==> src/sv/tsi_pkg.sv <==
// ----------------------------------------------------------------------------
// tsi_pkg
// Shared types, codes and table helpers of the turtle symbol interpreter.
// ----------------------------------------------------------------------------
package tsi_pkg;

    localparam int STACK_DEPTH_DEF  = 64;
    localparam int SINE_ENTRIES_DEF = 1024;

    localparam int CFG_INDEX_W = 8;
    localparam int CFG_DATA_W  = 32;

    localparam int CQ_AW    = 2;
    localparam int CQ_DEPTH = 1 << CQ_AW;
    localparam int RQ_AW    = 2;
    localparam int RQ_DEPTH = 1 << RQ_AW;

    localparam logic [CFG_INDEX_W-1:0] REG_ANGLE_STEP  = 8'd0;
    localparam logic [CFG_INDEX_W-1:0] REG_START_ANGLE = 8'd1;
    localparam logic [CFG_INDEX_W-1:0] REG_STEP_LENGTH = 8'd2;
    localparam logic [CFG_INDEX_W-1:0] REG_ORIGIN_X    = 8'd3;
    localparam logic [CFG_INDEX_W-1:0] REG_ORIGIN_Y    = 8'd4;

    localparam logic [15:0] ANGLE_STEP_RST  = 16'd10923;
    localparam logic [15:0] START_ANGLE_RST = 16'd0;
    localparam logic [15:0] STEP_LENGTH_RST = 16'd2560;
    localparam logic [23:0] ORIGIN_RST      = 24'd0;

    localparam logic [15:0] QUARTER_TURN = 16'd16384;

    localparam logic [7:0] SYM_PLUS  = 8'h2B;
    localparam logic [7:0] SYM_MINUS = 8'h2D;
    localparam logic [7:0] SYM_DRAW  = 8'h46;
    localparam logic [7:0] SYM_MOVE  = 8'h62;
    localparam logic [7:0] SYM_PUSH  = 8'h5B;
    localparam logic [7:0] SYM_POP   = 8'h5D;

    localparam logic [1:0] ST_SEGMENT   = 2'd0;
    localparam logic [1:0] ST_OVERFLOW  = 2'd1;
    localparam logic [1:0] ST_UNDERFLOW = 2'd2;

    localparam logic [63:0] HALF_PI_Q30 = 64'd1686629713;

    typedef enum logic [2:0] {
        OP_NONE,
        OP_PLUS,
        OP_MINUS,
        OP_DRAW,
        OP_MOVE,
        OP_PUSH,
        OP_POP
    } op_t;

    typedef struct packed {
        logic [7:0] symbol;
        logic       word_start;
    } sym_item_t;

    typedef struct packed {
        logic signed [23:0] seg_x_start;
        logic signed [23:0] seg_y_start;
        logic signed [23:0] seg_x_end;
        logic signed [23:0] seg_y_end;
        logic        [1:0]  status;
    } seg_item_t;

    typedef struct packed {
        op_t  op;
        logic word_start;
    } cmd_t;

    typedef struct packed {
        logic        [15:0] angle_step;
        logic        [15:0] start_angle;
        logic        [15:0] step_length;
        logic signed [23:0] origin_x;
        logic signed [23:0] origin_y;
    } cfg_t;

    function automatic logic [63:0] sq_step(logic [63:0] term, logic [63:0] x);
        logic [63:0] t;
        t = (term * x) >> 30;
        return (t * x) >> 30;
    endfunction

    function automatic logic [15:0] quarter_sine(logic [63:0] f);
        logic        [63:0] x;
        logic        [63:0] term;
        logic signed [63:0] sum;
        logic        [63:0] r;
        x    = (f * HALF_PI_Q30) >> 30;
        term = x;
        sum  = $signed(x);
        term = sq_step(term, x) / 64'd6;
        sum  = sum - $signed(term);
        term = sq_step(term, x) / 64'd20;
        sum  = sum + $signed(term);
        term = sq_step(term, x) / 64'd42;
        sum  = sum - $signed(term);
        term = sq_step(term, x) / 64'd72;
        sum  = sum + $signed(term);
        term = sq_step(term, x) / 64'd110;
        sum  = sum - $signed(term);
        term = sq_step(term, x) / 64'd156;
        sum  = sum + $signed(term);
        if (sum < 0)
        begin
            sum = 64'sd0;
        end
        r = ($unsigned(sum) + 64'd16384) >> 15;
        if (r > 64'd32767)
        begin
            r = 64'd32767;
        end
        return r[15:0];
    endfunction

endpackage

==> src/sv/tsi_result_queue.sv <==
// ----------------------------------------------------------------------------
// tsi_result_queue
// Short queue of finished segment and error results toward the consumer.
// ----------------------------------------------------------------------------
module tsi_result_queue
(
    input  logic               clk,
    input  logic               rst_n,
    input  logic               wr,
    input  tsi_pkg::seg_item_t wr_data,
    output logic               full,
    output logic               empty,
    input  logic               pop,
    output tsi_pkg::seg_item_t rd_data
);
    import tsi_pkg::*;

    seg_item_t        q_reg [RQ_DEPTH];
    logic [RQ_AW-1:0] wr_ptr_reg;
    logic [RQ_AW-1:0] rd_ptr_reg;
    logic [RQ_AW:0]   count_reg;
    logic [RQ_AW:0]   count_next;
    logic             do_wr;
    logic             do_rd;

    assign full    = (count_reg == (RQ_AW+1)'(RQ_DEPTH));
    assign empty   = (count_reg == '0);
    assign rd_data = q_reg[rd_ptr_reg];
    assign do_wr   = wr && !full;
    assign do_rd   = pop && !empty;

    always_comb
    begin
        count_next = count_reg;
        if (do_wr && !do_rd)
        begin
            count_next = count_reg + (RQ_AW+1)'(1);
        end
        else if (do_rd && !do_wr)
        begin
            count_next = count_reg - (RQ_AW+1)'(1);
        end
    end

    always_ff @(posedge clk or negedge rst_n)
    begin
        if (!rst_n)
        begin
            wr_ptr_reg <= '0;
            rd_ptr_reg <= '0;
            count_reg  <= '0;
        end
        else
        begin
            count_reg <= count_next;
            if (do_wr)
            begin
                wr_ptr_reg <= wr_ptr_reg + RQ_AW'(1);
            end
            if (do_rd)
            begin
                rd_ptr_reg <= rd_ptr_reg + RQ_AW'(1);
            end
        end
    end

    always_ff @(posedge clk)
    begin
        if (do_wr)
        begin
            q_reg[wr_ptr_reg] <= wr_data;
        end
    end

endmodule

==> config.mk <==
export PLATFORM = sky130hd
export DESIGN_NAME = tsi_result_queue
export DESIGN_NICKNAME = d
export VERILOG_FILES = /design/src/sv/tsi_pkg.sv /design/src/sv/tsi_result_queue.sv
export SDC_FILE = /design/constraint.sdc
export NUM_CORES = 1
export LEC_CHECK = 0
export ABC_CLOCK_PERIOD_IN_PS = 4500
export BUFFER_PORTS_ARGS = -buffer_cell sky130_fd_sc_hd__buf_2
export CAP_MARGIN = 30
export CORE_MARGIN = 3
export CORE_UTILIZATION = 40
export CTS_BUF_LIST = sky130_fd_sc_hd__clkbuf_4
export DETAILED_ROUTE_END_ITERATION = 16
export GPL_ROUTABILITY_DRIVEN = 0
export GPL_TIMING_DRIVEN = 1
export SYNTH_ARGS = -nofsm -noshare
export SYNTH_HDL_FRONTEND = slang
export SYNTH_SLANG_ARGS = --single-unit
==> constraint.sdc <==
create_clock -name clk -period 4.5 [get_ports clk]
set_input_delay 0.9 -clock clk [delete_from_list [all_inputs] [get_ports clk]]
set_output_delay 0.9 -clock clk [all_outputs]
set_load 0.005 [all_outputs]
==> key figures, run 1 <==
STA
  • Final Hold Fails: 0
  • Slew Limit Fails: 0
  • Fmax: 285 MHz
  • Final TNS setup: 0 ns
  • Worst Max-Slew Pin Slew: 0.772 ns
  • Setup-failing EPs final: 0
  • Fin crit share: 77.9%
  • Slew headroom: 48.5%
  • Clk_skew: 0.0397 ns
  • Unrepaired setup endpoints after global routing: false
  • Period minus WS final: 3.50 ns

Power
  • Static Leak: 0.00603 uW
  • Final Power: 11200 uW
  • Worst vdd ir: 0.304 mV
  • Pwr per Cell Area: 641 nW/um2

Placed design
  • Post-DP HPWL: 17000 um
  • Placed cell count: 1198
  • Buffers on Ports: 201

Drt
  • Initial DRT Pass Iterations: 4
  • Antenna viol nets, final: 0
  • Total Wirelength: 29000 um
  • Vias: 6854
  • Max layer used: met5
  • WL met2: 15200 um
  • Vias per inst: 5.00
  • Initial DRC count: 367
  • DRC violations left: 0
  • M1 wire length: 11200 um
  • Metal3 WL: 1860 um
  • Wire per inst: 21.1 um

Setup path
  • CP arrival: 2.60 ns
  • Crit Path Category: reg2out
  • Critical-path cell list: buf_12 -> mux4_2 -> buf_2
  • Critical Path Max Stage Delay: 0.65 ns
  • CP Capture Type: output pin
  • CP Data Required Time: 3.60 ns
  • CP Launch Type: flip-flop
  • CP max-delay cell: dfrtp_4
  • Critical path fanouts, max: 57

Die
  • Chip Width: 197 um
  • Core Box Area: 35800 um2
  • Die Footprint: 39000 um2
  • Row cnt: 69
  • Top Ports: 202
  • Die height: 197 um
  • Initial core utilization: 40.9%

Final layout
  • Layout area overhead: 18.8%
  • Most common cell after layout, fill and taps aside: edfxtp_1
  • Total of fill cells in the finished design: 2955
  • Fin cells: 1372
  • Multi-input gate area: 2440 um2
  • Layout cells sized above 1: 50.8%
  • FF+latch area: 12000 um2
  • Most frequent cells in the layout: edfxtp_1 (392), buf_2 (201), clkbuf_4 (133)
  • Largest register FFs: 392
  • Fin nets: 947

Logic synthesis
  • Mapped Cells: 548
  • Seq/Total Area, Yosys: 81.5%
  • Yosys top cell by area: edfxtp_1
  • Mapped Area: 14700 um2
  • Top post-synthesis cells by area: edfxtp_1 (80%), mux4_2 (15%), buf_12 (1.4%), dfrtp_1 (1.2%), ha_1 (0.43%)
  • Synth warn: 0
  • Yosys top cell area share: 80.3%
  • Yosys reg bits: 399
  • Post-Syn Area per Cell: 26.8 um2
  • Count of different cell masters after synthesis: 20
  • Synth Net Count: 656

Global route
  • Total grt overflow: 0
  • Number of global-route vias before repair: 7752
  • GRT Overall Usage: 15.1%
  • Initial antenna violation count: 3
  • First-pass GRT wire length: 44300 um
  • Pin count of the biggest net entering global routing: 67

Clocking
  • CTS tree: built
  • Clk_lat worst skew: 0.72 ns
  • Clk slew on worst S/H paths: 0.07 ns
  • CTS root buf: clkbuf_4
  • Max clock buf depth: 3
  • Total CTS buffers: 99
  • # Post-CTS Setup Buffers: 0
  • CTS H-Tree Depth: 3
  • Clk sinks: 399

Min path
  • Worst Hold Class: in2reg

Run status
  • Outcome: finished clean

Run
  • Max-Cap Viols: 0
-- repair_timing --
| item | in CTS | in global routing |
|---|---|---|
| hold endpoints to repair | 7 | 0 |
| resized for setup | 0 | 0 |
| endpoints found under the setup margin | 0 | 0 |
| hold buffers | 1 | 0 |
-- where the power goes --
group / switching, uW / internal, uW
clock network: 1360 / 1600
registers: 237 / 4910
logic: 1560 / 1500
total: 3150 / 8010
-- metrics by stage --
| stage | utilization, % | setup slack (ns) | hold WS, ns | instance area, um2 |
|---|---|---|---|---|
| final | 48.6 | 0.995 | 0.372 | 17400 |
| after global routing | 48.6 | 0.787 | 0.287 | 17400 |
| after CTS | 48.6 | 0.808 | 0.260 | 17400 |
| after detailed placement | 45.1 | 1.41 | 0.476 | 16100 |
| after global placement | 45.1 | 1.52 | 0.465 | 16100 |
| after floorplan | - | 0.584 | 0.445 | 14700 |
-- Yosys cell counts --
| master | instances |
|---|---|
| edfxtp_1 | 392 |
| mux4_2 | 98 |
| buf_2 | 11 |
| buf_12 | 10 |
| dfrtp_1 | 7 |
| ha_1 | 5 |
| and2_1 | 4 |
| inv_1 | 4 |
| xnor2_1 | 4 |
| mux2_2 | 2 |
| xor2_1 | 2 |
| buf_4 | 1 |
| buf_6 | 1 |
| fa_1 | 1 |
| nand2_1 | 1 |
| nand3_1 | 1 |
| nor2_1 | 1 |
| nor2b_1 | 1 |
| nor3b_2 | 1 |
| or3_1 | 1 |
-- worst paths after layout --
kind	cells past startpoint	endpoint	from	slack [ns]
min reg2reg	1	count_reg[2]	count_reg[2]	0.48
min	1	q_reg[0][1]	wr_data[1]	0.37
max in group asynchronous	2	rd_ptr_reg[0]	rst_n	3.76
max reg2reg	4	q_reg[2][28]	count_reg[2]	1.92
max	3	rd_data[19]	rd_ptr_reg[0]	1.0
min in group asynchronous	2	rd_ptr_reg[1]	rst_n	0.55
-- routing by layer --
layer | vias to the layer above | global-route usage (%)
li1 | 3023 | -
met1 | 3564 | 17.8
met2 | 225 | 25.9
met3 | 40 | 4.54
met4 | 2 | 6.39
met5 | - | 0
-- cell type report --
class	count	area share, %
sequential	399	68.6
multi-input combinational	122	14.0
timing repair buffer	213	6.74
clock buffer	133	5.73
tap	461	3.31
clock inverter	38	1.47
inverter	4	0.0862
antenna	2	0.0287
-- kinds of logic after synthesis --
group                      synth area share [%]
buffers and inverters                      1.97
xor gates and xnor gates                  0.358
adders and majority gates                 0.563
DFF                                        81.5
and+or+nand+nor                           0.427
muxes                                      15.2
-- critical path: cells and delay by family, from the launching register on --
family / cells / cell delay, ns
flip-flops: 1 / 0.65
buffers and inverters: 2 / 0.60
multiplexers: 1 / 0.59
Note: power is estimated with default switching activity, not from simulation.
==> run 2, diff against run 1 <==
--- a/config.mk
+++ b/config.mk
@@ -5,7 +5,7 @@
 export SDC_FILE = /design/constraint.sdc
 export NUM_CORES = 1
 export LEC_CHECK = 0
-export ABC_CLOCK_PERIOD_IN_PS = 4500
+export ABC_CLOCK_PERIOD_IN_PS = 3600
 export BUFFER_PORTS_ARGS = -buffer_cell sky130_fd_sc_hd__buf_2
 export CAP_MARGIN = 30
 export CORE_MARGIN = 3
==> constraint.sdc (replaced) <==
create_clock -name clk -period 3.6 [get_ports clk]
set_input_delay 0.72 -clock clk [delete_from_list [all_inputs] [get_ports clk]]
set_output_delay 0.72 -clock clk [all_outputs]
set_load 0.005 [all_outputs]
==> run 2 against run 1 <==
Effect of this change: clock-buffer cell count rose by 15; first-iteration DRC count fell by 32%; non-clock buffer count did not move; sequential share of layout area fell by 0.079 points; clock power rose by 21%; sequential power rose by 25%; global-route usage fell by 0.48 points; hold slack got worse by 0.18 ns; via count barely moved; sequential cell count did not move; register-to-register slack got worse by 0.67 ns; largest cell class unchanged; critical endpoint is now rd_data[20].
==> key figures, run 2 (synthesis results as in run 1) <==
Run status
  • Outcome: finished clean

Setup path
  • CP Data Required Time: 2.88 ns
  • CP arrival: 2.61 ns
  • Critical path buffers and inverters: 2
  • Critical Path Max Stage Delay: 0.71 ns
  • CP Capture Type: output pin
  • CP Launch Type: flip-flop
  • Crit Path Category: reg2out
  • CP max-delay cell: dfrtp_4
  • Critical path fanouts, max: 40
  • Top delay family on crit path: flip-flops
  • Critical-path cell list: buf_12 -> mux4_2 -> buf_2

Drt
  • Vias per inst: 4.98
  • DRC violations left: 0
  • Vias: 6853
  • Wire per inst: 20.5 um
  • Antenna viol nets, final: 0
  • Initial DRC count: 251
  • Total Wirelength: 28300 um
  • Initial DRT Pass Iterations: 4

Global route
  • Pin count of the biggest net entering global routing: 99
  • Initial antenna violation count: 3
  • Total grt overflow: 0
  • Number of global-route vias before repair: 7812
  • GRT Overall Usage: 14.6%
  • First-pass GRT wire length: 43100 um

Clocking
  • Clk sinks: 399
  • Total CTS buffers: 100
  • CTS root buf: clkbuf_4
  • CTS H-Tree Depth: 3
  • Clk slew on worst S/H paths: 0.07 ns
  • Clk_lat worst skew: 0.74 ns
  • CTS tree: built
  • Max clock buf depth: 3

Final layout
  • Layout cells sized above 1: 52.0%
  • FF+latch area: 12000 um2
  • Multi-input gate area: 2440 um2
  • Most common cell after layout, fill and taps aside: edfxtp_1
  • Fin nets: 948
  • Final Cell Area: 17400 um2
  • Most frequent cells in the layout: edfxtp_1 (392), buf_2 (201), clkbuf_4 (148)
  • Layout area overhead: 18.9%
  • Total of fill cells in the finished design: 2909
  • Largest register FFs: 392

STA
  • Unrepaired setup endpoints after global routing: false
  • Slew headroom: 57.5%
  • Final TNS setup: 0 ns
  • Period minus WS final: 3.33 ns
  • Worst Max-Slew Pin Slew: 0.638 ns
  • Setup-failing EPs final: 0
  • Clk_skew: 0.0288 ns
  • Worst setup margin: 0.272 ns
  • Worst hold slack: 0.189 ns
  • Final Hold Fails: 0
  • Fmax: 300 MHz
  • Fin crit share: 92.4%
  • Slew Limit Fails: 0

Die
  • Die height: 197 um
  • Die Footprint: 39000 um2
  • Row cnt: 69
  • Core Box Area: 35800 um2
  • Initial core utilization: 40.9%
  • Top Ports: 202
  • Chip Width: 197 um

Power
  • Static Leak: 0.00605 uW
  • Int Power: 9920 uW
  • Sequential share of power: 46.4%
  • Clock Power Share: 25.9%
  • Switching power: 3920 uW
  • Logic pwr share: 27.8%
  • Net Sw Frac: 28.3%
  • Pwr per Cell Area: 794 nW/um2
  • Worst vdd ir: 0.433 mV
  • Final Power: 13800 uW

Run
  • Max-Cap Viols: 0

Min path
  • Worst Hold Class: in2reg

Placed design
  • Placed Area: 16200 um2
  • Buffers on Ports: 201
  • Worst slack, placed: 0.968 ns
  • Post-DP HPWL: 16400 um
==> run 2: changes by cell type in the layout (fill, tap and decap cells not counted), sizes merged <==
cell,delta
clkbuf,+15
clkinv,-11
bufinv,-4
inv,+4
clkinvlp,+1
==> run 2: per-layer routing <==
metal | up-vias | GRT usage, % | part of all wire, %
met5 | - | 0 | 0.096
met4 | 4 | 7.10 | 2.8
met3 | 58 | 4.47 | 5.7
met2 | 224 | 25.2 | 53
met1 | 3554 | 16.7 | 39
li1 | 3013 | - | -
==> run 2: repair_timing <==
action | CTS | global route
hold buffers | 1 | 0
setup buffers | 0 | 0
resized for setup | 0 | 0
endpoints found under the hold margin | 7 | 0
==> run 2: final timing paths <==
check / from / end / slack (ns) / cells after the start
worst max-delay path: rd_ptr_reg[0] / rd_data[20] / 0.27 / 3
worst min-delay path: wr_data[75] / q_reg[2][75] / 0.19 / 1
worst max register to register: count_reg[2] / q_reg[3][46] / 1.25 / 4
worst min register to register: count_reg[2] / count_reg[2] / 0.48 / 1
max in group asynchronous: rst_n / rd_ptr_reg[1] / 3.05 / 2
min in group asynchronous: rst_n / rd_ptr_reg[0] / 0.37 / 2
==> run 2: power groups by stage <==
stage	registers, uW	logic [uW]	clock network, uW
CTS	6440	3980	3750
global route	6490	4170	3990
floorplan	6390	2630	0
finish	6420	3840	3580
detailed placement	6530	3970	0
global placement	6460	3910	0
==> run 2: cell type report <==
class / count / area share [%]
repair buffers: 213 / 7.02
flip-flops and latches: 399 / 68.6
clock inverters: 28 / 0.646
diodes: 2 / 0.0287
multi-input cells: 122 / 14.0
clock buffers: 148 / 6.37
well taps: 461 / 3.31
inverters: 4 / 0.0861
==> run 2: stage by stage <==
stage               utilization, %  instances
floorplan                        -        548
global placement              45.2       1198
finish                        48.7       1377
global route                  48.7       1377
detailed placement            45.2       1198
CTS                           48.7       1375
