[src/sv/tsi_pkg.sv]
// ----------------------------------------------------------------------------
// tsi_pkg
// Shared types, codes and table helpers of the turtle symbol interpreter.
// ----------------------------------------------------------------------------
package tsi_pkg;

    localparam int STACK_DEPTH_DEF  = 64;
    localparam int SINE_ENTRIES_DEF = 1024;

    localparam int CFG_INDEX_W = 8;
    localparam int CFG_DATA_W  = 32;

    localparam int CQ_AW    = 2;
    localparam int CQ_DEPTH = 1 << CQ_AW;
    localparam int RQ_AW    = 2;
    localparam int RQ_DEPTH = 1 << RQ_AW;

    localparam logic [CFG_INDEX_W-1:0] REG_ANGLE_STEP  = 8'd0;
    localparam logic [CFG_INDEX_W-1:0] REG_START_ANGLE = 8'd1;
    localparam logic [CFG_INDEX_W-1:0] REG_STEP_LENGTH = 8'd2;
    localparam logic [CFG_INDEX_W-1:0] REG_ORIGIN_X    = 8'd3;
    localparam logic [CFG_INDEX_W-1:0] REG_ORIGIN_Y    = 8'd4;

    localparam logic [15:0] ANGLE_STEP_RST  = 16'd10923;
    localparam logic [15:0] START_ANGLE_RST = 16'd0;
    localparam logic [15:0] STEP_LENGTH_RST = 16'd2560;
    localparam logic [23:0] ORIGIN_RST      = 24'd0;

    localparam logic [15:0] QUARTER_TURN = 16'd16384;

    localparam logic [7:0] SYM_PLUS  = 8'h2B;
    localparam logic [7:0] SYM_MINUS = 8'h2D;
    localparam logic [7:0] SYM_DRAW  = 8'h46;
    localparam logic [7:0] SYM_MOVE  = 8'h62;
    localparam logic [7:0] SYM_PUSH  = 8'h5B;
    localparam logic [7:0] SYM_POP   = 8'h5D;

    localparam logic [1:0] ST_SEGMENT   = 2'd0;
    localparam logic [1:0] ST_OVERFLOW  = 2'd1;
    localparam logic [1:0] ST_UNDERFLOW = 2'd2;

    localparam logic [63:0] HALF_PI_Q30 = 64'd1686629713;

    typedef enum logic [2:0] {
        OP_NONE,
        OP_PLUS,
        OP_MINUS,
        OP_DRAW,
        OP_MOVE,
        OP_PUSH,
        OP_POP
    } op_t;

    typedef struct packed {
        logic [7:0] symbol;
        logic       word_start;
    } sym_item_t;

    typedef struct packed {
        logic signed [23:0] seg_x_start;
        logic signed [23:0] seg_y_start;
        logic signed [23:0] seg_x_end;
        logic signed [23:0] seg_y_end;
        logic        [1:0]  status;
    } seg_item_t;

    typedef struct packed {
        op_t  op;
        logic word_start;
    } cmd_t;

    typedef struct packed {
        logic        [15:0] angle_step;
        logic        [15:0] start_angle;
        logic        [15:0] step_length;
        logic signed [23:0] origin_x;
        logic signed [23:0] origin_y;
    } cfg_t;

    function automatic logic [63:0] sq_step(logic [63:0] term, logic [63:0] x);
        logic [63:0] t;
        t = (term * x) >> 30;
        return (t * x) >> 30;
    endfunction

    function automatic logic [15:0] quarter_sine(logic [63:0] f);
        logic        [63:0] x;
        logic        [63:0] term;
        logic signed [63:0] sum;
        logic        [63:0] r;
        x    = (f * HALF_PI_Q30) >> 30;
        term = x;
        sum  = $signed(x);
        term = sq_step(term, x) / 64'd6;
        sum  = sum - $signed(term);
        term = sq_step(term, x) / 64'd20;
        sum  = sum + $signed(term);
        term = sq_step(term, x) / 64'd42;
        sum  = sum - $signed(term);
        term = sq_step(term, x) / 64'd72;
        sum  = sum + $signed(term);
        term = sq_step(term, x) / 64'd110;
        sum  = sum - $signed(term);
        term = sq_step(term, x) / 64'd156;
        sum  = sum + $signed(term);
        if (sum < 0)
        begin
            sum = 64'sd0;
        end
        r = ($unsigned(sum) + 64'd16384) >> 15;
        if (r > 64'd32767)
        begin
            r = 64'd32767;
        end
        return r[15:0];
    endfunction

endpackage

[src/sv/tsi_front.sv]
// ----------------------------------------------------------------------------
// tsi_front
// Symbol intake: decodes each symbol into a command and queues it for the
// execution side. Symbols with no effect are dropped here unless they start a word.
// ----------------------------------------------------------------------------
module tsi_front
(
    input  logic               clk,
    input  logic               rst_n,
    input  logic               push,
    output logic               full,
    input  tsi_pkg::sym_item_t item,
    output logic               cmd_valid,
    output tsi_pkg::cmd_t      cmd,
    input  logic               cmd_take
);
    import tsi_pkg::*;

    op_t              op;
    logic             keep;
    logic             wr;
    logic             rd;
    cmd_t             q_reg [CQ_DEPTH];
    logic [CQ_AW-1:0] wr_ptr_reg;
    logic [CQ_AW-1:0] rd_ptr_reg;
    logic [CQ_AW:0]   count_reg;
    logic [CQ_AW:0]   count_next;

    always_comb
    begin
        unique case (item.symbol)
            SYM_PLUS:  op = OP_PLUS;
            SYM_MINUS: op = OP_MINUS;
            SYM_DRAW:  op = OP_DRAW;
            SYM_MOVE:  op = OP_MOVE;
            SYM_PUSH:  op = OP_PUSH;
            SYM_POP:   op = OP_POP;
            default:   op = OP_NONE;
        endcase
    end

    assign full      = (count_reg == (CQ_AW+1)'(CQ_DEPTH));
    assign cmd_valid = (count_reg != '0);
    assign cmd       = q_reg[rd_ptr_reg];
    assign keep      = (op != OP_NONE) || item.word_start;
    assign wr        = push && !full && keep;
    assign rd        = cmd_take && cmd_valid;

    always_comb
    begin
        count_next = count_reg;
        if (wr && !rd)
        begin
            count_next = count_reg + (CQ_AW+1)'(1);
        end
        else if (rd && !wr)
        begin
            count_next = count_reg - (CQ_AW+1)'(1);
        end
    end

    always_ff @(posedge clk or negedge rst_n)
    begin
        if (!rst_n)
        begin
            wr_ptr_reg <= '0;
            rd_ptr_reg <= '0;
            count_reg  <= '0;
        end
        else
        begin
            count_reg <= count_next;
            if (wr)
            begin
                wr_ptr_reg <= wr_ptr_reg + CQ_AW'(1);
            end
            if (rd)
            begin
                rd_ptr_reg <= rd_ptr_reg + CQ_AW'(1);
            end
        end
    end

    always_ff @(posedge clk)
    begin
        if (wr)
        begin
            q_reg[wr_ptr_reg] <= '{op: op, word_start: item.word_start};
        end
    end

endmodule

[config.mk]
export PLATFORM = sky130hd
export DESIGN_NAME = tsi_front
export DESIGN_NICKNAME = d
export VERILOG_FILES = /design/src/sv/tsi_pkg.sv /design/src/sv/tsi_front.sv
export SDC_FILE = /design/constraint.sdc
export NUM_CORES = 1
export LEC_CHECK = 0
export BUFFER_PORTS_ARGS = -buffer_cell sky130_fd_sc_hd__buf_2
export CORE_AREA = 2 2 51 53
export CTS_BUF_LIST = sky130_fd_sc_hd__clkbuf_4 sky130_fd_sc_hd__clkbuf_8
export DETAILED_ROUTE_END_ITERATION = 8
export DIE_AREA = 0 0 53 55
export PLACE_DENSITY = 0.73
export SLEW_MARGIN = 20
export SYNTH_ARGS = -nofsm -noshare
export SYNTH_HDL_FRONTEND = slang
export SYNTH_SLANG_ARGS = --single-unit
export TNS_END_PERCENT = 50
[constraint.sdc]
create_clock -name clk -period 1.9 [get_ports clk]
set_clock_uncertainty 0.1 [all_clocks]
set_input_delay 0.19 -clock clk [delete_from_list [all_inputs] [get_ports clk]]
set_output_delay 0.19 -clock clk [all_outputs]
set_load 0.005 [all_outputs]
==> impl_metrics.json, run 1 <==
{
  "pwr-share-clk": 0.127,
  "ys_types": 29,
  "rsz0062_at_grt": "yes",
  "slowest_delay_ns": 0.43,
  "worstPathCellList": "nor3b_2, nor2b_1, o31a_4, ha_4, inv_2, fa_2, mux2_4",
  "synth.top_cell.area_share": 0.4229,
  "synth-seq-area-share": 0.5771,
  "htree_levels": 1,
  "grt_pass1_wl_um": 3125,
  "fillers": 184,
  "area_growth_pct": 33.48,
  "tightest_slew_ns": 0.2472,
  "hold_viol": 0,
  "multi_input_area_um2": 508.0,
  "numClockSinks": 23,
  "rows": 18,
  "via_per_inst": 5.081,
  "die_y_um": 55,
  "period_share": 1.035,
  "mostFrequentLayoutCells": "buf_4, buf_2, edfxtp_1, dfrtp_1",
  "relSlewSlack": 0.8348,
  "start_util": 0.4804,
  "status": "finished, violations left",
  "drt_iter0_markers": 11,
  "drc_errors": 0,
  "finalWorstSetupSlack_ns": -0.06605,
  "yosysTopAreaCell": "edfxtp_1",
  "largest_reg_flops": 16,
  "synthCells": 74,
  "synthesis.nets": 93,
  "core_um2": 2365,
  "switchingPower_uw": 507.9,
  "p_per_area_nw_per_um2": 1146,
  "r2r_cells": 7,
  "switching_share": 0.2922,
  "peakVddDrop_mv": 0.8178,
  "gr-total-overflow": 0,
  "pin_count": 19,
  "clk_pin_slew_worst_paths_ns": 0.11,
  "antenna_found_initial": 0,
  "syn_area_um2": 1136,
  "drt-wirelength-per-cell_um": 12.83,
  "end_kind": "flop",
  "synth-warning-count": 0,
  "dr_total_vias": 757,
  "fin_util": 0.6413,
  "cts_root_buf": "clkbuf_4",
  "rrSetupSlack_ns": -0.07,
  "drive_gt1_frac": 0.5630,
  "holdCritPathClass": "in -> reg",
  "max_freq_ghz": 0.5086,
  "r2r_start": "count_reg[0]",
  "grt_pass1_vias": 748,
  "final.min_clock_period_ns": 1.966,
  "p_leak_nw": 0.6260,
  "die_w_um": 53,
  "num_antenna_cells": 0,
  "gp_congestion": 0.6941,
  "cp-endpoint": "count_reg[1]",
  "dieArea_um2": 2915,
  "cts_tree": "yes",
  "drv_slew": 0,
  "whs_ns": 0.03805,
  "clock_path_buffers": 2,
  "cp_max_fo": 3,
  "violations": "setup timing",
  "startpoint": "count_reg[0]",
  "clk_latency_ns": 0.29,
  "register_area_um2": 656.9,
  "drtPass1Iterations": 2,
  "gr-usage-all-layers": 0.1524,
  "io_buffers": 18,
  "crit_path_start_kind": "flop",
  "place_hpwl_um": 1513,
  "final_cells": 149,
  "cts_buffers": 3,
  "grt_max_degree": 13,
  "drtAntennaViolNets": 0,
  "power.share.combinational": 0.421,
  "maxCapViolations": 0,
  "r2r_end": "count_reg[1]",
  "sequentialPowerShare": 0.452,
  "path_class": "reg -> reg",
  "internal_power_mw": 1.230,
  "dp_cells": 139,
  "fin_nets": 139,
  "cp.required_ns": 1.99,
  "setup_viol": 2,
  "crit_arrival_ns": 2.06,
  "syn_avg_cell_area_um2": 15.35,
  "ys_top_cells_by_area": "edfxtp_1, dfrtp_1, mux4_2",
  "final_common_cell": "buf_4",
  "drt-total-wl_um": 1911,
  "ys_ff_latch": 23,
  "critical-path-slowest-cell": "dfrtp_1"
}
[stage by stage]
stage	total power [mW]	TNS, ns	instance area [µm²]	worst slack (ns)
2_1_floorplan	1.157	-0.5874	1151	-0.3042
3_3_place_gp	1.408	-1.863	1410	-0.3798
3_5_place_dp	1.435	-2.692	1410	-0.4543
4_1_cts	1.699	-0.1054	1483	-0.05864
5_1_grt	1.870	-0.2511	1516	-0.1282
6_report	1.738	-0.1316	1516	-0.06605
[layout make-up]
type / count / share of cell area
inverter: 3 / 0.007426
clock buffer: 4 / 0.01980
timing repair buffer: 42 / 0.1799
multi-input combinational: 47 / 0.3350
tap: 30 / 0.02475
sequential: 23 / 0.4332
[synthesized netlist by cell type (all sizes together)]
library cell and n:
edfxtp 16, xnor2 4, nand3b 4, nor2b 2, mux4 4, clkbuf 1
or3 1, nand2b 1, ha 5, nor3b 1, dfrtp 7, nand3 1
inv 3, nor4b 1, nand2 4, nand4 1, o31a 1, fa 1
or3b 1, and2 5, a211oi 1, mux2 2, and2b 1, nand4b 1
xor2 3, nor2 1, a21boi 1
[critical path, delay by kind of cell (launching register included)]
family | cells | cell delay, ns
AND/OR/NAND/NOR | 2 | 0.32
multiplexers | 1 | 0.27
buffers and inverters | 1 | 0.05
adder cells (fa/ha/maj) | 2 | 0.57
flip-flops | 1 | 0.43
AO/OA/AOI/OAI | 1 | 0.12
[kinds of logic (layout without fill, tap and decap cells)]
group / Yosys count / count (layout) / share of synthesized area
multiplexers: 6 / 6 / 0.1024
AO/OA/AOI/OAI: 3 / 3 / 0.03634
buffers and inverters: 4 / 49 / 0.01321
XOR/XNOR: 7 / 7 / 0.05397
flip-flops: 23 / 23 / 0.5771
AND/OR/NAND/NOR: 25 / 25 / 0.1443
adder cells (fa/ha/maj): 6 / 6 / 0.07269
[worst min-delay path by stage]
stage | startpoint | endpoint | slack [ns] | depth (start not counted)
final | item[0] | q_reg[0][0] | 0.04 | 1
after global routing | item[0] | q_reg[1][0] | 0.03 | 1
after CTS | item[0] | q_reg[0][0] | 0.03 | 1
after detailed placement | rst_n | rd_ptr_reg[1] | -0.07 | 1
after global placement | rst_n | rd_ptr_reg[0] | -0.07 | 1
after floorplan | rst_n | count_reg[0] | -0.21 | 0
[per-layer routing]
| layer | GRT usage | vias to the layer above | share of wire |
|---|---|---|---|
| li1 | - | 367 | - |
| met1 | 0.1855 | 363 | 0.40 |
| met2 | 0.2771 | 23 | 0.54 |
| met3 | 0.01613 | 4 | 0.036 |
| met4 | 0.06410 | 0 | 0.017 |
| met5 | 0 | - | 0 |
[timing repair]
item                                    in CTS  in global routing
endpoints found under the setup margin       2                  5
resized for setup                            5                  3
setup buffers                                2                  3
pin swaps                                    7                  1
hold buffers                                 1                  0
endpoints found under the hold margin        7                  0
[power groups by stage]
stage	registers (mW)	clock network, mW	logic (mW)
detailed placement	0.787	0	0.648
floorplan	0.745	0	0.412
global placement	0.780	0	0.628
global route	0.804	0.251	0.815
finish	0.786	0.220	0.732
CTS	0.782	0.224	0.693
Note: power is estimated with default switching activity, not from simulation.
==> inputs of run 2 (changes only) <==
==> constraint.sdc (replaced) <==
create_clock -name clk -period 1.9 [get_ports clk]
set_clock_uncertainty 0.1 [all_clocks]
set_input_delay 0.19 -clock clk [delete_from_list [all_inputs] [get_ports clk]]
set_output_delay 0.19 -clock clk [all_outputs]
set_load 0.05 [all_outputs]
==> run 2 against run 1 <==
Effect of this change: the flow still finishes with violations (setup timing); flip-flop and latch count stayed put; highest routed layer unchanged; sequential power down 0.9%; fmax fell by 3.4%; count of clock-buffer cells in the layout decreased by 1; global-route usage decreased by 0.46 points.
==> impl_metrics.json, run 2 (synthesized netlist as in run 1, its figures left out) <==
{
  "status": "finished, violations left",
  "violations": "setup timing",
  "cpMostUsedCell": "xor2_1",
  "num_antenna_cells": 0,
  "p_leak_nw": 0.6268,
  "gr-usage-all-layers": 0.1477,
  "dr_total_vias": 736,
  "gr-total-overflow": 0,
  "crit_family": "simple AND/OR/NAND/NOR gates",
  "multi_input_area_um2": 511.7,
  "grt_pass1_wl_um": 3015,
  "tightest_slew_ns": 0.4143,
  "fillers": 195,
  "drtAntennaViolNets": 0,
  "io_buffers": 18,
  "via_per_inst": 4.940,
  "numClockSinks": 23,
  "pin_count": 19,
  "holdCritPathClass": "in -> reg",
  "core_um2": 2365,
  "peakVddDrop_mv": 0.8697,
  "cp_max_fo": 3,
  "final.min_clock_period_ns": 2.035,
  "period_share": 1.071,
  "mostFrequentLayoutCells": "buf_4, buf_2, edfxtp_1, dfrtp_1",
  "maxCapViolations": 0,
  "drc_errors": 0,
  "antenna_found_initial": 0,
  "cts_root_buf": "clkbuf_4",
  "die_y_um": 55,
  "path_class": "in -> reg",
  "clock_path_buffers": 2,
  "drt_iter0_markers": 3,
  "rows": 18,
  "worstPathCellList": "buf_2, or3b_4, a211oi_2, and2_4, o31a_4, ha_4, inv_2, fa_2, xor2_1, nor2_1, xor2_1",
  "gp_congestion": 0.6956,
  "drt-total-wl_um": 1883,
  "drtPass1Iterations": 4,
  "drt-wirelength-per-cell_um": 12.64,
  "cts_tree": "yes",
  "critical-path-slowest-cell": "or3b_4",
  "dieArea_um2": 2915,
  "register_area_um2": 656.9,
  "clk_pin_slew_worst_paths_ns": 0.12,
  "end_kind": "flop",
  "area_growth_pct": 33.92,
  "clk_latency_ns": 0.30,
  "cp.required_ns": 2.03,
  "finalWorstSetupSlack_ns": -0.1354,
  "drv_slew": 0,
  "setup_viol": 2,
  "max_freq_ghz": 0.4913,
  "cts_buffers": 3,
  "slowest_delay_ns": 0.39,
  "largest_reg_flops": 16,
  "relSlewSlack": 0.7199,
  "dpl_cell_area_um2": 1431,
  "final_common_cell": "buf_4",
  "rrSetupSlack_ns": -0.12,
  "grt_pass1_vias": 741,
  "start_util": 0.4804,
  "whs_ns": 0.03686,
  "place_hpwl_um": 1548,
  "critical_path_buf_inv_count": 2,
  "die_w_um": 53,
  "crit_arrival_ns": 2.17,
  "hold_viol": 0,
  "fin_nets": 139,
  "rsz0062_at_grt": "yes",
  "htree_levels": 1,
  "finalInstanceArea_um2": 1521,
  "crit_path_start_kind": "input pin",
  "p_per_area_nw_per_um2": 1278,
  "grt_max_degree": 14,
  "drive_gt1_frac": 0.5798
}
-- run 2: layout make-up --
class,count,area share
multi-input cells,47,0.3363
well taps,30,0.02467
clock inverters,1,0.003289
repair buffers,42,0.1817
inverters,3,0.007401
clock buffers,3,0.01480
flip-flops and latches,23,0.4317
-- run 2: worst paths after layout --
path	from	endpoint	depth (start not counted)
min in group asynchronous	rst_n	rd_ptr_reg[1]	2
max in group asynchronous	rst_n	rd_ptr_reg[0]	2
max	item[5]	count_reg[2]	11
min	item[0]	q_reg[2][0]	1
max reg2reg	count_reg[0]	count_reg[1]	8
min reg2reg	wr_ptr_reg[1]	wr_ptr_reg[1]	1
-- run 2: timing repair --
| action | CTS | global route |
|---|---|---|
| buffers inserted | 2 | 2 |
| resized for setup | 6 | 2 |
| endpoints found under the hold margin | 7 | 0 |
| hold buffers | 1 | 0 |
| pin swaps | 6 | 4 |
| endpoints found under the setup margin | 6 | 3 |
-- run 2: worst register-to-register path: stages, from the launching register on --
cell and delay, ns:
dfrtp_1 0.42, buf_6 0.13, nor3b_4 0.20, nor2b_2 0.08, o31a_4 0.12, ha_4 0.16, inv_2 0.04, fa_2 0.41
mux2_2 0.26
-- run 2: routing by layer --
metal	track usage	vias up	share of wire
li1	-	364	-
met1	0.1699	350	0.43
met2	0.2729	18	0.52
met3	0.01613	4	0.039
met4	0.07692	0	0.019
met5	0	-	0
-- run 2: per-stage QoR --
stage                     total power [mW]  setup WS, ns  utilization  std cells  TNS [ns]
after CTS                            1.972       -0.1311       0.6349        147   -0.2508
final                                1.945       -0.1354       0.6434        149   -0.2533
after floorplan                      1.423       -0.4094            -         74   -0.7408
after detailed placement             1.717       -0.5094       0.6053        140    -2.950
after global placement               1.687       -0.4119       0.6053        140    -2.069
after global routing                 2.074       -0.2469       0.6434        149   -0.4611
-- run 2: where the power goes --
part,internal [mW],switching [mW]
combinational,0.461,0.490
clock,0.0784,0.137
sequential,0.665,0.113
==> inputs of run 3 (changes only) <==
--- a/config.mk
+++ b/config.mk
@@ -6,11 +6,11 @@
 export NUM_CORES = 1
 export LEC_CHECK = 0
 export BUFFER_PORTS_ARGS = -buffer_cell sky130_fd_sc_hd__buf_2
-export CORE_AREA = 2 2 51 53
+export CORE_AREA = 2 2 49 51
 export CTS_BUF_LIST = sky130_fd_sc_hd__clkbuf_4 sky130_fd_sc_hd__clkbuf_8
 export DETAILED_ROUTE_END_ITERATION = 8
-export DIE_AREA = 0 0 53 55
-export PLACE_DENSITY = 0.73
+export DIE_AREA = 0 0 51 53
+export PLACE_DENSITY = 0.75
 export SLEW_MARGIN = 20
 export SYNTH_ARGS = -nofsm -noshare
 export SYNTH_HDL_FRONTEND = slang
==> constraint.sdc (replaced) <==
create_clock -name clk -period 2.2 [get_ports clk]
set_clock_uncertainty 0.1 [all_clocks]
set_input_delay 0.22 -clock clk [delete_from_list [all_inputs] [get_ports clk]]
set_output_delay 0.22 -clock clk [all_outputs]
set_load 0.05 [all_outputs]
==> run 3 against run 2 <==
Effect of this change: the run now ends clean; non-clock buffer count decreased by 12; flip-flop and latch count unchanged; clock power is 9% lower; combinational power fell by 23%; die area shrank 7.3%.
==> impl_metrics.json, run 3 (synthesized netlist as in run 1, its figures left out) <==
{
  "holdCritPathClass": "in -> reg",
  "power.share.combinational": 0.459,
  "via_per_inst": 5.141,
  "die_w_um": 51,
  "core_um2": 2148,
  "fin_nets": 127,
  "hold_path_depth": 1,
  "htree_levels": 1,
  "final.min_clock_period_ns": 2.043,
  "gr-total-overflow": 0,
  "numClockSinks": 23,
  "rsz0062_at_grt": "no",
  "p_per_area_nw_per_um2": 1123,
  "crit_path_start_kind": "flop",
  "drt_iter0_markers": 8,
  "final_common_cell": "buf_2",
  "drc_errors": 0,
  "final_cells": 135,
  "critical-path-slowest-cell": "dfrtp_1",
  "switching_share": 0.3852,
  "pin_count": 19,
  "place_hpwl_um": 1465,
  "die_y_um": 53,
  "period_share": 0.9285,
  "dr_total_vias": 694,
  "worstPathCellList": "or3_4, nand2_2, ha_4, inv_2, fa_1, xor2_1, nor2_1, xor2_1",
  "peakVddDrop_mv": 0.6698,
  "status": "finished clean",
  "internal_power_uw": 976.3,
  "r2r_cells": 8,
  "r2r_start": "count_reg[0]",
  "cts_tree": "yes",
  "crit_family": "simple AND/OR/NAND/NOR gates",
  "finalInstanceArea_um2": 1414,
  "rows": 17,
  "clock_path_buffers": 2,
  "cp.required_ns": 2.33,
  "io_buffers": 18,
  "pwr-share-clk": 0.124,
  "gr-usage-all-layers": 0.1493,
  "drtPass1Iterations": 4,
  "drt-total-wl_um": 1732,
  "clk_latency_ns": 0.30,
  "cts_buffers": 3,
  "grt_pass1_vias": 679,
  "grt_max_degree": 13,
  "p_leak_nw": 0.5648,
  "relSlewSlack": 0.7504,
  "area_growth_pct": 24.45,
  "cts_root_buf": "clkbuf_4",
  "setup_viol": 0,
  "drive_gt1_frac": 0.4953,
  "switchingPower_uw": 611.7,
  "critical_path_buf_inv_count": 1,
  "num_antenna_cells": 0,
  "drt-wirelength-per-cell_um": 12.83,
  "post_cts_buffers": 0,
  "cp_max_fo": 3,
  "whs_ns": 0.06260,
  "grt_pass1_wl_um": 2884,
  "cpMostUsedCell": "xor2_1",
  "largest_reg_flops": 16,
  "fin_util": 0.6581,
  "crit_arrival_ns": 2.17,
  "start_util": 0.5288,
  "clk_pin_slew_worst_paths_ns": 0.11,
  "maxCapViolations": 0,
  "gp_congestion": 0.7218,
  "max_freq_ghz": 0.4895,
  "mostFrequentLayoutCells": "buf_2, edfxtp_1, buf_4, dfrtp_1",
  "end_kind": "flop",
  "drtAntennaViolNets": 0,
  "startpoint": "count_reg[0]",
  "slowest_delay_ns": 0.40,
  "dieArea_um2": 2703,
  "drv_slew": 0,
  "dp_cells": 130,
  "cp.depth": 8,
  "hp-start": "item[0]",
  "antenna_found_initial": 0,
  "hold_viol": 0,
  "tightest_slew_ns": 0.3692,
  "path_class": "reg -> reg",
  "dpl_cell_area_um2": 1369,
  "sequentialPowerShare": 0.418
}
[run 3: worst paths after layout]
path	to	slack, ns
max	count_reg[2]	0.16
min	q_reg[0][0]	0.06
max reg2reg	count_reg[2]	0.16
min reg2reg	count_reg[2]	0.41
max in group asynchronous	wr_ptr_reg[1]	1.69
min in group asynchronous	rd_ptr_reg[0]	0.16
[run 3: metal layers]
metal | vias up | global-route usage | part of all wire
met5 | - | 0 | 0
met4 | 0 | 0.06757 | 0.017
met3 | 4 | 0.02542 | 0.034
met2 | 16 | 0.2597 | 0.53
met1 | 332 | 0.1816 | 0.42
li1 | 342 | - | -
[run 3: power groups by stage]
stage | logic [mW] | clock network (mW) | registers, mW
final | 0.728 | 0.197 | 0.663
after global routing | 0.794 | 0.221 | 0.685
after CTS | 0.737 | 0.196 | 0.669
after floorplan | 0.574 | 0 | 0.654
after detailed placement | 0.734 | 0 | 0.680
after global placement | 0.712 | 0 | 0.672
[run 3: cell type report]
type                            count  area [µm²]
Tap cell                           28       35.03
Fill cell                         167       734.5
Clock buffer                        4       30.03
Timing Repair Buffer               30       182.7
Multi-Input combinational cell     47       499.2
Inverter                            3       11.26
Sequential cell                    23       655.6
[run 3: per-stage QoR]
step / TNS (ns) / setup WS, ns / power [mW]
after detailed placement: -0.3993 / -0.2304 / 1.414
after global routing: 0 / 0.01227 / 1.700
after floorplan: -0.1708 / -0.1094 / 1.229
final: 0 / 0.1573 / 1.588
after CTS: 0 / 0.07073 / 1.603
after global placement: -0.3337 / -0.1766 / 1.385
[run 3: what timing repair did]
| item | in CTS | in global routing |
|---|---|---|
| resized for setup | 0 | 2 |
| hold buffers | 1 | 0 |
| endpoints found under the setup margin | 0 | 1 |
| endpoints found under the hold margin | 7 | 0 |
[run 3: worst register-to-register path, stage by stage (launching register included)]
cell and delay, ns:
dfrtp_1 0.40, or3_4 0.40, nand2_2 0.13, ha_4 0.15
inv_2 0.03, fa_1 0.36, xor2_1 0.15, nor2_1 0.11
xor2_1 0.16
